--- src/bsd_pkg.sv ---
`timescale 1ns / 1ps
package bsd_pkg;

	typedef struct packed {
		logic [7:0] in_byte;
		logic       end_of_input;
	} in_t;

	typedef struct packed {
		logic [3:0] event_res;
		logic [7:0] out_byte;
		logic       printable;
		logic [1:0] error_code;
		logic       last;
	} out_t;

	typedef enum logic [3:0] {
		EV_DICT_BEGIN = 4'd0,
		EV_DICT_END   = 4'd1,
		EV_LIST_BEGIN = 4'd2,
		EV_LIST_END   = 4'd3,
		EV_INT_CHAR   = 4'd4,
		EV_INT_END    = 4'd5,
		EV_STR_BYTE   = 4'd6,
		EV_STR_END    = 4'd7,
		EV_ERROR      = 4'd8,
		EV_DONE       = 4'd9
	} event_t;

	typedef enum logic [1:0] {
		ERR_TOKEN = 2'd0,
		ERR_COLON = 2'd1,
		ERR_STACK = 2'd2,
		ERR_TRUNC = 2'd3
	} err_t;

	typedef enum logic [2:0] {
		MODE_TOKEN,
		MODE_INT,
		MODE_LEN,
		MODE_STR,
		MODE_HALT
	} mode_t;

	typedef enum logic [2:0] {
		ST_IDLE,
		ST_DECODE,
		ST_STR_END,
		ST_CLOSE,
		ST_UNWIND_CHK,
		ST_UNWIND_EMIT
	} state_t;

	localparam logic [7:0] CH_DICT  = 8'h64;
	localparam logic [7:0] CH_INT   = 8'h69;
	localparam logic [7:0] CH_LIST  = 8'h6c;
	localparam logic [7:0] CH_END   = 8'h65;
	localparam logic [7:0] CH_COLON = 8'h3a;

	typedef struct packed {
		logic   load;
		logic   push;
		logic   push_kind;
		logic   pop;
		logic   len_load;
		logic   len_mac;
		logic   len_dec;
		logic   emit;
		event_t ev;
		err_t   err;
		logic   last;
	} cmd_t;

	typedef struct packed {
		logic is_dict;
		logic is_list;
		logic is_int;
		logic is_end;
		logic is_colon;
		logic is_digit;
		logic eoi;
		logic depth_zero;
		logic depth_full;
		logic len_zero;
		logic len_one;
		logic len_ovf;
		logic top_kind;
		logic out_free;
	} status_t;

endpackage

--- src/bsd_ctrl.sv ---
`timescale 1ns / 1ps
module bsd_ctrl (
	input  logic             clk,
	input  logic             arst_n,
	input  logic             item_valid,
	input  bsd_pkg::status_t st,
	output logic             idle,
	output bsd_pkg::cmd_t    cmd
);

	bsd_pkg::state_t state_q, state_d;
	bsd_pkg::mode_t  mode_q, mode_d;

	always_ff @(posedge clk or negedge arst_n) begin
		if (!arst_n) begin
			state_q <= bsd_pkg::ST_IDLE;
			mode_q  <= bsd_pkg::MODE_TOKEN;
		end else begin
			state_q <= state_d;
			mode_q  <= mode_d;
		end
	end

	assign idle = (state_q == bsd_pkg::ST_IDLE);

	always_comb begin
		state_d       = state_q;
		mode_d        = mode_q;
		cmd           = '0;
		cmd.ev        = bsd_pkg::EV_ERROR;
		cmd.err       = bsd_pkg::ERR_TOKEN;
		case (state_q)
			bsd_pkg::ST_IDLE: begin
				if (item_valid && mode_q != bsd_pkg::MODE_HALT) begin
					cmd.load = 1'b1;
					state_d  = bsd_pkg::ST_DECODE;
				end
			end
			bsd_pkg::ST_DECODE: begin
				if (st.out_free) begin
					state_d = bsd_pkg::ST_IDLE;
					if (st.eoi) begin
						case (mode_q)
							bsd_pkg::MODE_LEN, bsd_pkg::MODE_STR: begin
								cmd.emit = 1'b1;
								cmd.err  = bsd_pkg::ERR_TRUNC;
								cmd.last = 1'b1;
								mode_d   = bsd_pkg::MODE_HALT;
							end
							bsd_pkg::MODE_INT: begin
								cmd.emit = 1'b1;
								cmd.ev   = bsd_pkg::EV_INT_END;
								state_d  = bsd_pkg::ST_UNWIND_CHK;
							end
							default: state_d = bsd_pkg::ST_UNWIND_CHK;
						endcase
					end else begin
						case (mode_q)
							bsd_pkg::MODE_TOKEN: begin
								if (st.is_dict || st.is_list) begin
									cmd.emit = 1'b1;
									cmd.last = 1'b1;
									if (st.depth_full) begin
										cmd.err = bsd_pkg::ERR_STACK;
										mode_d  = bsd_pkg::MODE_HALT;
									end else begin
										cmd.push      = 1'b1;
										cmd.push_kind = st.is_dict;
										cmd.ev        = st.is_dict ? bsd_pkg::EV_DICT_BEGIN
										                           : bsd_pkg::EV_LIST_BEGIN;
									end
								end else if (st.is_int) begin
									mode_d = bsd_pkg::MODE_INT;
								end else if (st.is_end && !st.depth_zero) begin
									cmd.pop = 1'b1;
									state_d = bsd_pkg::ST_CLOSE;
								end else if (st.is_digit) begin
									cmd.len_load = 1'b1;
									mode_d       = bsd_pkg::MODE_LEN;
								end else begin
									cmd.emit = 1'b1;
									cmd.last = 1'b1;
									mode_d   = bsd_pkg::MODE_HALT;
								end
							end
							bsd_pkg::MODE_INT: begin
								cmd.emit = 1'b1;
								cmd.last = 1'b1;
								if (st.is_end) begin
									cmd.ev = bsd_pkg::EV_INT_END;
									mode_d = bsd_pkg::MODE_TOKEN;
								end else begin
									cmd.ev = bsd_pkg::EV_INT_CHAR;
								end
							end
							bsd_pkg::MODE_LEN: begin
								if (st.is_digit && !st.len_ovf) begin
									cmd.len_mac = 1'b1;
								end else if (st.is_colon) begin
									if (st.len_zero) begin
										cmd.emit = 1'b1;
										cmd.ev   = bsd_pkg::EV_STR_END;
										cmd.last = 1'b1;
										mode_d   = bsd_pkg::MODE_TOKEN;
									end else begin
										mode_d = bsd_pkg::MODE_STR;
									end
								end else begin
									cmd.emit = 1'b1;
									cmd.err  = bsd_pkg::ERR_COLON;
									cmd.last = 1'b1;
									mode_d   = bsd_pkg::MODE_HALT;
								end
							end
							bsd_pkg::MODE_STR: begin
								cmd.emit    = 1'b1;
								cmd.ev      = bsd_pkg::EV_STR_BYTE;
								cmd.len_dec = 1'b1;
								if (st.len_one) begin
									state_d = bsd_pkg::ST_STR_END;
								end else begin
									cmd.last = 1'b1;
								end
							end
							default: ;
						endcase
					end
				end
			end
			bsd_pkg::ST_STR_END: begin
				if (st.out_free) begin
					cmd.emit = 1'b1;
					cmd.ev   = bsd_pkg::EV_STR_END;
					cmd.last = 1'b1;
					mode_d   = bsd_pkg::MODE_TOKEN;
					state_d  = bsd_pkg::ST_IDLE;
				end
			end
			bsd_pkg::ST_CLOSE: begin
				if (st.out_free) begin
					cmd.emit = 1'b1;
					cmd.ev   = st.top_kind ? bsd_pkg::EV_DICT_END : bsd_pkg::EV_LIST_END;
					cmd.last = 1'b1;
					state_d  = bsd_pkg::ST_IDLE;
				end
			end
			bsd_pkg::ST_UNWIND_CHK: begin
				if (!st.depth_zero) begin
					cmd.pop = 1'b1;
					state_d = bsd_pkg::ST_UNWIND_EMIT;
				end else if (st.out_free) begin
					cmd.emit = 1'b1;
					cmd.ev   = bsd_pkg::EV_DONE;
					cmd.last = 1'b1;
					mode_d   = bsd_pkg::MODE_HALT;
					state_d  = bsd_pkg::ST_IDLE;
				end
			end
			bsd_pkg::ST_UNWIND_EMIT: begin
				if (st.out_free) begin
					cmd.emit = 1'b1;
					cmd.ev   = st.top_kind ? bsd_pkg::EV_DICT_END : bsd_pkg::EV_LIST_END;
					state_d  = bsd_pkg::ST_UNWIND_CHK;
				end
			end
			default: state_d = bsd_pkg::ST_IDLE;
		endcase
	end

endmodule

--- src/bsd_datapath.sv ---
`timescale 1ns / 1ps
module bsd_datapath #(
	parameter int STACK_DEPTH = 16,
	parameter int LEN_BITS    = 32
) (
	input  logic             clk,
	input  logic             arst_n,
	input  bsd_pkg::in_t     item,
	input  bsd_pkg::cmd_t    cmd,
	input  logic             res_stall,
	output bsd_pkg::status_t st,
	output logic             res_valid,
	output bsd_pkg::out_t    res
);

	localparam int DEPTH_W = $clog2(STACK_DEPTH + 1);
	localparam int IDX_W   = (STACK_DEPTH > 1) ? $clog2(STACK_DEPTH) : 1;

	logic [7:0]          byte_q;
	logic                eoi_q;
	logic [LEN_BITS-1:0] len_q;
	logic [DEPTH_W-1:0]  depth_q;
	logic                kind_mem [STACK_DEPTH];
	logic                top_kind_q;
	logic                res_valid_q;
	bsd_pkg::out_t       res_q;

	logic [LEN_BITS+3:0] len_ext;
	logic [LEN_BITS+3:0] len_mac;
	logic [DEPTH_W-1:0]  depth_dec;
	logic [3:0]          digit;
	logic                carries_byte;

	assign digit     = byte_q[3:0];
	assign len_ext   = {4'b0000, len_q};
	assign len_mac   = (len_ext << 3) + (len_ext << 1) + {{LEN_BITS{1'b0}}, digit};
	assign depth_dec = depth_q - DEPTH_W'(1);

	always_comb begin
		st            = '0;
		st.is_dict    = (byte_q == bsd_pkg::CH_DICT);
		st.is_list    = (byte_q == bsd_pkg::CH_LIST);
		st.is_int     = (byte_q == bsd_pkg::CH_INT);
		st.is_end     = (byte_q == bsd_pkg::CH_END);
		st.is_colon   = (byte_q == bsd_pkg::CH_COLON);
		st.is_digit   = (byte_q >= 8'h30) && (byte_q <= 8'h39);
		st.eoi        = eoi_q;
		st.depth_zero = (depth_q == '0);
		st.depth_full = (depth_q == DEPTH_W'(STACK_DEPTH));
		st.len_zero   = (len_q == '0);
		st.len_one    = (len_q == LEN_BITS'(1));
		st.len_ovf    = |len_mac[LEN_BITS+3:LEN_BITS];
		st.top_kind   = top_kind_q;
		st.out_free   = !res_valid_q || !res_stall;
	end

	always_ff @(posedge clk) begin
		if (cmd.load) begin
			byte_q <= item.in_byte;
			eoi_q  <= item.end_of_input;
		end
		if (cmd.len_load) begin
			len_q <= LEN_BITS'(digit);
		end else if (cmd.len_mac) begin
			len_q <= len_mac[LEN_BITS-1:0];
		end else if (cmd.len_dec) begin
			len_q <= len_q - LEN_BITS'(1);
		end
	end

	always_ff @(posedge clk or negedge arst_n) begin
		if (!arst_n) begin
			depth_q <= '0;
		end else if (cmd.push) begin
			depth_q <= depth_q + DEPTH_W'(1);
		end else if (cmd.pop) begin
			depth_q <= depth_dec;
		end
	end

	always_ff @(posedge clk) begin
		if (cmd.push) begin
			kind_mem[depth_q[IDX_W-1:0]] <= cmd.push_kind;
		end
		if (cmd.pop) begin
			top_kind_q <= kind_mem[depth_dec[IDX_W-1:0]];
		end
	end

	assign carries_byte = (cmd.ev == bsd_pkg::EV_INT_CHAR) || (cmd.ev == bsd_pkg::EV_STR_BYTE);

	always_ff @(posedge clk or negedge arst_n) begin
		if (!arst_n) begin
			res_valid_q <= 1'b0;
		end else if (cmd.emit) begin
			res_valid_q <= 1'b1;
		end else if (!res_stall) begin
			res_valid_q <= 1'b0;
		end
	end

	always_ff @(posedge clk) begin
		if (cmd.emit) begin
			res_q.event_res  <= cmd.ev;
			res_q.out_byte   <= carries_byte ? byte_q : 8'h00;
			res_q.printable  <= (cmd.ev == bsd_pkg::EV_STR_BYTE) &&
			                    (byte_q >= 8'h20) && (byte_q <= 8'h7e);
			res_q.error_code <= (cmd.ev == bsd_pkg::EV_ERROR) ? cmd.err : bsd_pkg::ERR_TOKEN;
			res_q.last       <= cmd.last;
		end
	end

	assign res_valid = res_valid_q;
	assign res       = res_q;

endmodule

--- src/bencode_stream_decoder_core.sv ---
`timescale 1ns / 1ps
// Bencode stream decoder: one byte beat in, a stream of event beats out, the
// final event of each input beat flagged by last. An ordinary byte is
// captured, then decoded in the controller. The string end event after the
// final byte of a string is sent from a further state, and so is the end
// event of a container close, which reads the kind stack through its
// registered read port first. End of input closes every open container,
// each close again reading the kind stack first, then sends a done event;
// it sends a truncation error instead when it arrives while a string
// length or string body is being read. Stalls on the result side can hold
// any of these steps. The first error or done event halts the decoder:
// further input beats are accepted and dropped until reset.
module bencode_stream_decoder_core #(
	parameter int STACK_DEPTH = 16,
	parameter int LEN_BITS    = 32
) (
	input  logic          clk,
	input  logic          arst_n,
	input  logic          item_valid,
	output logic          item_stall,
	input  bsd_pkg::in_t  item,
	output logic          res_valid,
	input  logic          res_stall,
	output bsd_pkg::out_t res
);

	bsd_pkg::cmd_t    cmd;
	bsd_pkg::status_t st;
	logic             idle;

	bsd_ctrl u_ctrl (
		.clk        (clk),
		.arst_n     (arst_n),
		.item_valid (item_valid),
		.st         (st),
		.idle       (idle),
		.cmd        (cmd)
	);

	bsd_datapath #(
		.STACK_DEPTH (STACK_DEPTH),
		.LEN_BITS    (LEN_BITS)
	) u_datapath (
		.clk       (clk),
		.arst_n    (arst_n),
		.item      (item),
		.cmd       (cmd),
		.res_stall (res_stall),
		.st        (st),
		.res_valid (res_valid),
		.res       (res)
	);

	assign item_stall = !idle;

endmodule

--- config.mk ---
export PLATFORM = sky130hd
export DESIGN_NAME = bencode_stream_decoder_core
export DESIGN_NICKNAME = d
export VERILOG_FILES = /design/src/bsd_pkg.sv /design/src/bsd_ctrl.sv /design/src/bsd_datapath.sv /design/src/bencode_stream_decoder_core.sv
export SDC_FILE = /design/constraint.sdc
export NUM_CORES = 1
export LEC_CHECK = 0
export BUFFER_PORTS_ARGS = -buffer_cell sky130_fd_sc_hd__buf_2
export CAP_MARGIN = 20
export CELL_PAD_IN_SITES_DETAIL_PLACEMENT = 0
export CELL_PAD_IN_SITES_GLOBAL_PLACEMENT = 1
export CORE_ASPECT_RATIO = 2
export CORE_MARGIN = 5
export CORE_UTILIZATION = 45
export CTS_CLUSTER_DIAMETER = 50
export CTS_CLUSTER_SIZE = 24
export DETAILED_ROUTE_END_ITERATION = 10
export PLACE_DENSITY_LB_ADDON = 0.3
export SLEW_MARGIN = 20
export SYNTH_ARGS = -nofsm -noshare
export SYNTH_HDL_FRONTEND = slang
export SYNTH_SLANG_ARGS = --single-unit
--- constraint.sdc ---
create_clock -name clk -period 4.66 [get_ports clk]
set_input_delay 0 -clock clk [delete_from_list [all_inputs] [get_ports clk]]
set_output_delay 0 -clock clk [all_outputs]
set_load 0.03 [all_outputs]
==> run metrics <==
number of unique standard cell types used by synthesis 71; netlist area before placement 7129 um^2; initial antenna violation count 0; total CTS buffers 9; Post-Route Hold Slack 0.09666 ns; share of final-layout standard cells stronger than drive strength 1 9.793%; peak clock frequency supported by timing 238.8 MHz; Remaining DRCs 0; largest net degree at the start of global routing 32; ys flop type sky130_fd_sc_hd__edfxtp_1; final design utilization 49.65%; power density cells 318.5 nW/um^2; type of the worst min-delay path input port to async pin; Initial Util 45.42%; global router's overall resource usage 22.92%; vias in the first global route 6446; worst setup path end u_datapath.len_q[3]; run status finished clean; sort of element at the start of the critical path register; core region area 15700 um^2; first-pass GRT wire length 33.76 mm; number of enable flip-flop cells after synthesis 46; largest fanout on the critical path 19; deepest level of the CTS H-tree 3; top-level port count 31; end of the worst register-to-register path u_datapath.len_q[3]; HPWL reported at the end of detailed placement 16.87 mm; flip-flop and latch count after synthesis 86; clock tree root driver cell sky130_fd_sc_hd__clkbuf_16; count of cells resized by post-cts repair 0; number of I/O port buffers 30; share of the synthesized area in the top cell type 19.38%; worst skew pair latency 0.35 ns; type of element capturing the critical path register; number of failing hold endpoints at the final stage 0; Max Buffers Root-to-Sink 2; total leakage power 3.213 nW; number of failing setup endpoints in the final timing report 0; average wire per cell in the routed design 19.88 um; Die Y 188.0 um; number of iterations in the first detailed-routing pass 6; TritonCTS clock tree built; post-layout total power 2.482 mW; worst setup margin 0.4716 ns; sequential share of the synthesized area 31.45%; Syn. warnings 0; area of the die 18610 um^2; post-synthesis area per instance 8.467 um^2; die span in x 99 um; Post-Synthesis Net Count 927; total vias in the final route 6548; Post-CTS Repair Setup Buffers 0; growth of design area from synthesis to finish 9.319%; Placement Setup Slack 0.4651 ns; clock sink total 86; largest cells by area after synthesis sky130_fd_sc_hd__edfxtp_1 19%, sky130_fd_sc_hd__ha_1 12%, sky130_fd_sc_hd__dfxtp_1 7.9%, sky130_fd_sc_hd__a21oi_1 5.4%, sky130_fd_sc_hd__nor2_1 4.3%; post-synthesis cell type with the largest combined area sky130_fd_sc_hd__edfxtp_1; Reg2Reg Launch Point u_datapath.len_q[2]; cell row count 65; async set-or-reset flop fraction in the synthesized netlist 13.95%; worst vdd ir 0.1680 mV; clock-pin slew on the worst setup and hold paths 0.07 ns; transition time at the pin with the least slew margin 1.064 ns; remaining max-slew budget at the tightest pin 28.91%; Max-cap violations 0; Inserted Diodes 0; max-slew violation count 0; number of instances in the synthesized netlist 842; arrival time of data at the critical path endpoint 4.36 ns; fraction of the cycle the final worst path needs 89.88%; net count reported at finish 948; number of DRC violations after detailed-routing iteration 0 366; required time worst endpoint 4.83 ns; Antenna Violating Nets Remaining 0; setup repair after global routing missed its margin no; class of the most critical setup path register to register; Via-to-Cell Ratio 6.125; Placer Congestion 0.9681; Congestion Overflow GR 0; launching element of the worst setup path u_datapath.len_q[2]; crit path time final 4.188 ns; setup slack on the worst flop-to-flop path 0.47 ns; depth of the worst register-to-register path 14; summed negative setup slack over all endpoints 0 ns; worst clock skew 0.008334 ns; sum of routed wire length over all layers 21.25 mm
what timing repair did:
item,CTS,global route
endpoints found under the setup margin,0,0
hold buffers,10,0
hold endpoints to repair,21,0
Yosys cell counts (9+ instances only):
| cell | number |
|---|---|
| sky130_fd_sc_hd__a21oi_1 | 77 |
| sky130_fd_sc_hd__and2_1 | 12 |
| sky130_fd_sc_hd__clkbuf_1 | 28 |
| sky130_fd_sc_hd__dfrtp_1 | 12 |
| sky130_fd_sc_hd__dfxtp_1 | 28 |
| sky130_fd_sc_hd__edfxtp_1 | 46 |
| sky130_fd_sc_hd__ha_1 | 70 |
| sky130_fd_sc_hd__inv_1 | 29 |
| sky130_fd_sc_hd__nand2_1 | 77 |
| sky130_fd_sc_hd__nand2b_1 | 14 |
| sky130_fd_sc_hd__nand3_1 | 32 |
| sky130_fd_sc_hd__nand4_1 | 14 |
| sky130_fd_sc_hd__nor2_1 | 81 |
| sky130_fd_sc_hd__nor2b_1 | 9 |
| sky130_fd_sc_hd__nor3_1 | 43 |
| sky130_fd_sc_hd__o21ai_0 | 51 |
| sky130_fd_sc_hd__or3_1 | 15 |
| sky130_fd_sc_hd__xnor2_1 | 23 |
| sky130_fd_sc_hd__xor2_1 | 20 |
metal layers:
metal  vias to the layer above  track usage, %  part of all wire, %
met1                      3108           22.39                   35
met3                        76           2.122                  2.5
met5                         -               0                    0
met4                         0           15.04                  6.5
met2                       201           44.02                   56
li1                       3163               -                    -
stage by stage:
| stage | cells | area (um^2) |
|---|---|---|
| finish | 1069 | 7794 |
| global route | 1069 | 7794 |
| CTS | 1069 | 7794 |
| detailed placement | 1043 | 7412 |
| global placement | 1043 | 7412 |
| floorplan | 842 | 7129 |
cell usage in the layout, fill, tap and decap left out, types with 7 or more instances in the layout:
master and instances:
sky130_fd_sc_hd__edfxtp_1 46, sky130_fd_sc_hd__or3_1 15, sky130_fd_sc_hd__nand4_1 14, sky130_fd_sc_hd__nor2_1 81, sky130_fd_sc_hd__nand2b_1 14, sky130_fd_sc_hd__xnor2_1 23
sky130_fd_sc_hd__buf_2 30, sky130_fd_sc_hd__a21o_1 7, sky130_fd_sc_hd__nand3_1 32, sky130_fd_sc_hd__o211ai_1 8, sky130_fd_sc_hd__ha_1 70, sky130_fd_sc_hd__a31oi_1 8
sky130_fd_sc_hd__nor2b_1 9, sky130_fd_sc_hd__buf_4 11, sky130_fd_sc_hd__nor3_1 43, sky130_fd_sc_hd__and2_1 12, sky130_fd_sc_hd__a211oi_1 7, sky130_fd_sc_hd__xor2_1 20
sky130_fd_sc_hd__a211oi_2 7, sky130_fd_sc_hd__nor4_1 7, sky130_fd_sc_hd__inv_1 29, sky130_fd_sc_hd__dlygate4sd3_1 10, sky130_fd_sc_hd__and3_1 8, sky130_fd_sc_hd__dfrtp_1 12
sky130_fd_sc_hd__dfxtp_1 28, sky130_fd_sc_hd__nand2_1 77, sky130_fd_sc_hd__o21ai_0 51, sky130_fd_sc_hd__a21oi_1 77, sky130_fd_sc_hd__clkbuf_16 9
registers in the layout, indices dropped and copies added (netlist names):
| register | cells |
|---|---|
| u_datapath.top_kind_q | 1 |
| u_ctrl.mode_q | 3 |
| u_datapath.byte_q | 8 |
| u_datapath.kind_mem | 16 |
| u_datapath.eoi_q | 1 |
| u_datapath.depth_q | 5 |
| u_datapath.len_q | 32 |
| u_datapath.res_valid | 1 |
| u_ctrl.state_q | 3 |
| u_datapath.res | 16 |
where the power goes:
group          total (mW)  internal (mW)  switching, mW
Combinational       0.717          0.243          0.473
Sequential           1.08          0.938          0.145
Clock               0.684          0.367          0.317
Total                2.48           1.55          0.935
logic make-up after synthesis:
group / share of synthesized area (%)
compound gates: 20.31
xor+xnor: 5.283
fa+ha+maj: 12.85
buf+inv: 4.352
flops: 31.45
mux: 2.141
simple gates: 23.62
how the worst min path moves through the flow:
| stage | end | cells past startpoint | slack, ns | from |
|---|---|---|---|---|
| 5_1_grt | u_datapath.depth_q[0] | 2 | 0.12 | arst_n |
| 3_5_place_dp | u_datapath.depth_q[0] | 1 | -0.07 | arst_n |
| 2_1_floorplan | u_ctrl.mode_q[0] | 0 | -0.30 | arst_n |
| 4_1_cts | u_datapath.depth_q[3] | 2 | 0.1 | arst_n |
| 6_report | u_datapath.depth_q[0] | 2 | 0.1 | arst_n |
| 3_3_place_gp | u_datapath.depth_q[3] | 1 | -0.08 | arst_n |
cell type report:
type,count,area (um^2)
clock inverters,7,56.30
inverters,29,108.9
multi-input cells,686,4577
fillers,1520,7903
well taps,201,251.5
clock buffers,9,225.2
flip-flops and latches,86,2242
repair buffers,51,332.8
worst max-delay path, cell delays in order (launching register included):
cell	delay, ns
sky130_fd_sc_hd__edfxtp_1	0.47
sky130_fd_sc_hd__inv_1	0.15
sky130_fd_sc_hd__fa_1	0.48
sky130_fd_sc_hd__fa_1	0.48
sky130_fd_sc_hd__nor2b_1	0.16
sky130_fd_sc_hd__o2111ai_1	0.16
sky130_fd_sc_hd__a211oi_2	0.36
sky130_fd_sc_hd__nor4_2	0.13
sky130_fd_sc_hd__o31ai_2	0.31
sky130_fd_sc_hd__a31oi_1	0.14
sky130_fd_sc_hd__xor2_1	0.32
sky130_fd_sc_hd__and3_1	0.24
sky130_fd_sc_hd__buf_4	0.24
sky130_fd_sc_hd__nor3_1	0.08
sky130_fd_sc_hd__a311oi_1	0.28
(Power assumes the default switching activity.)
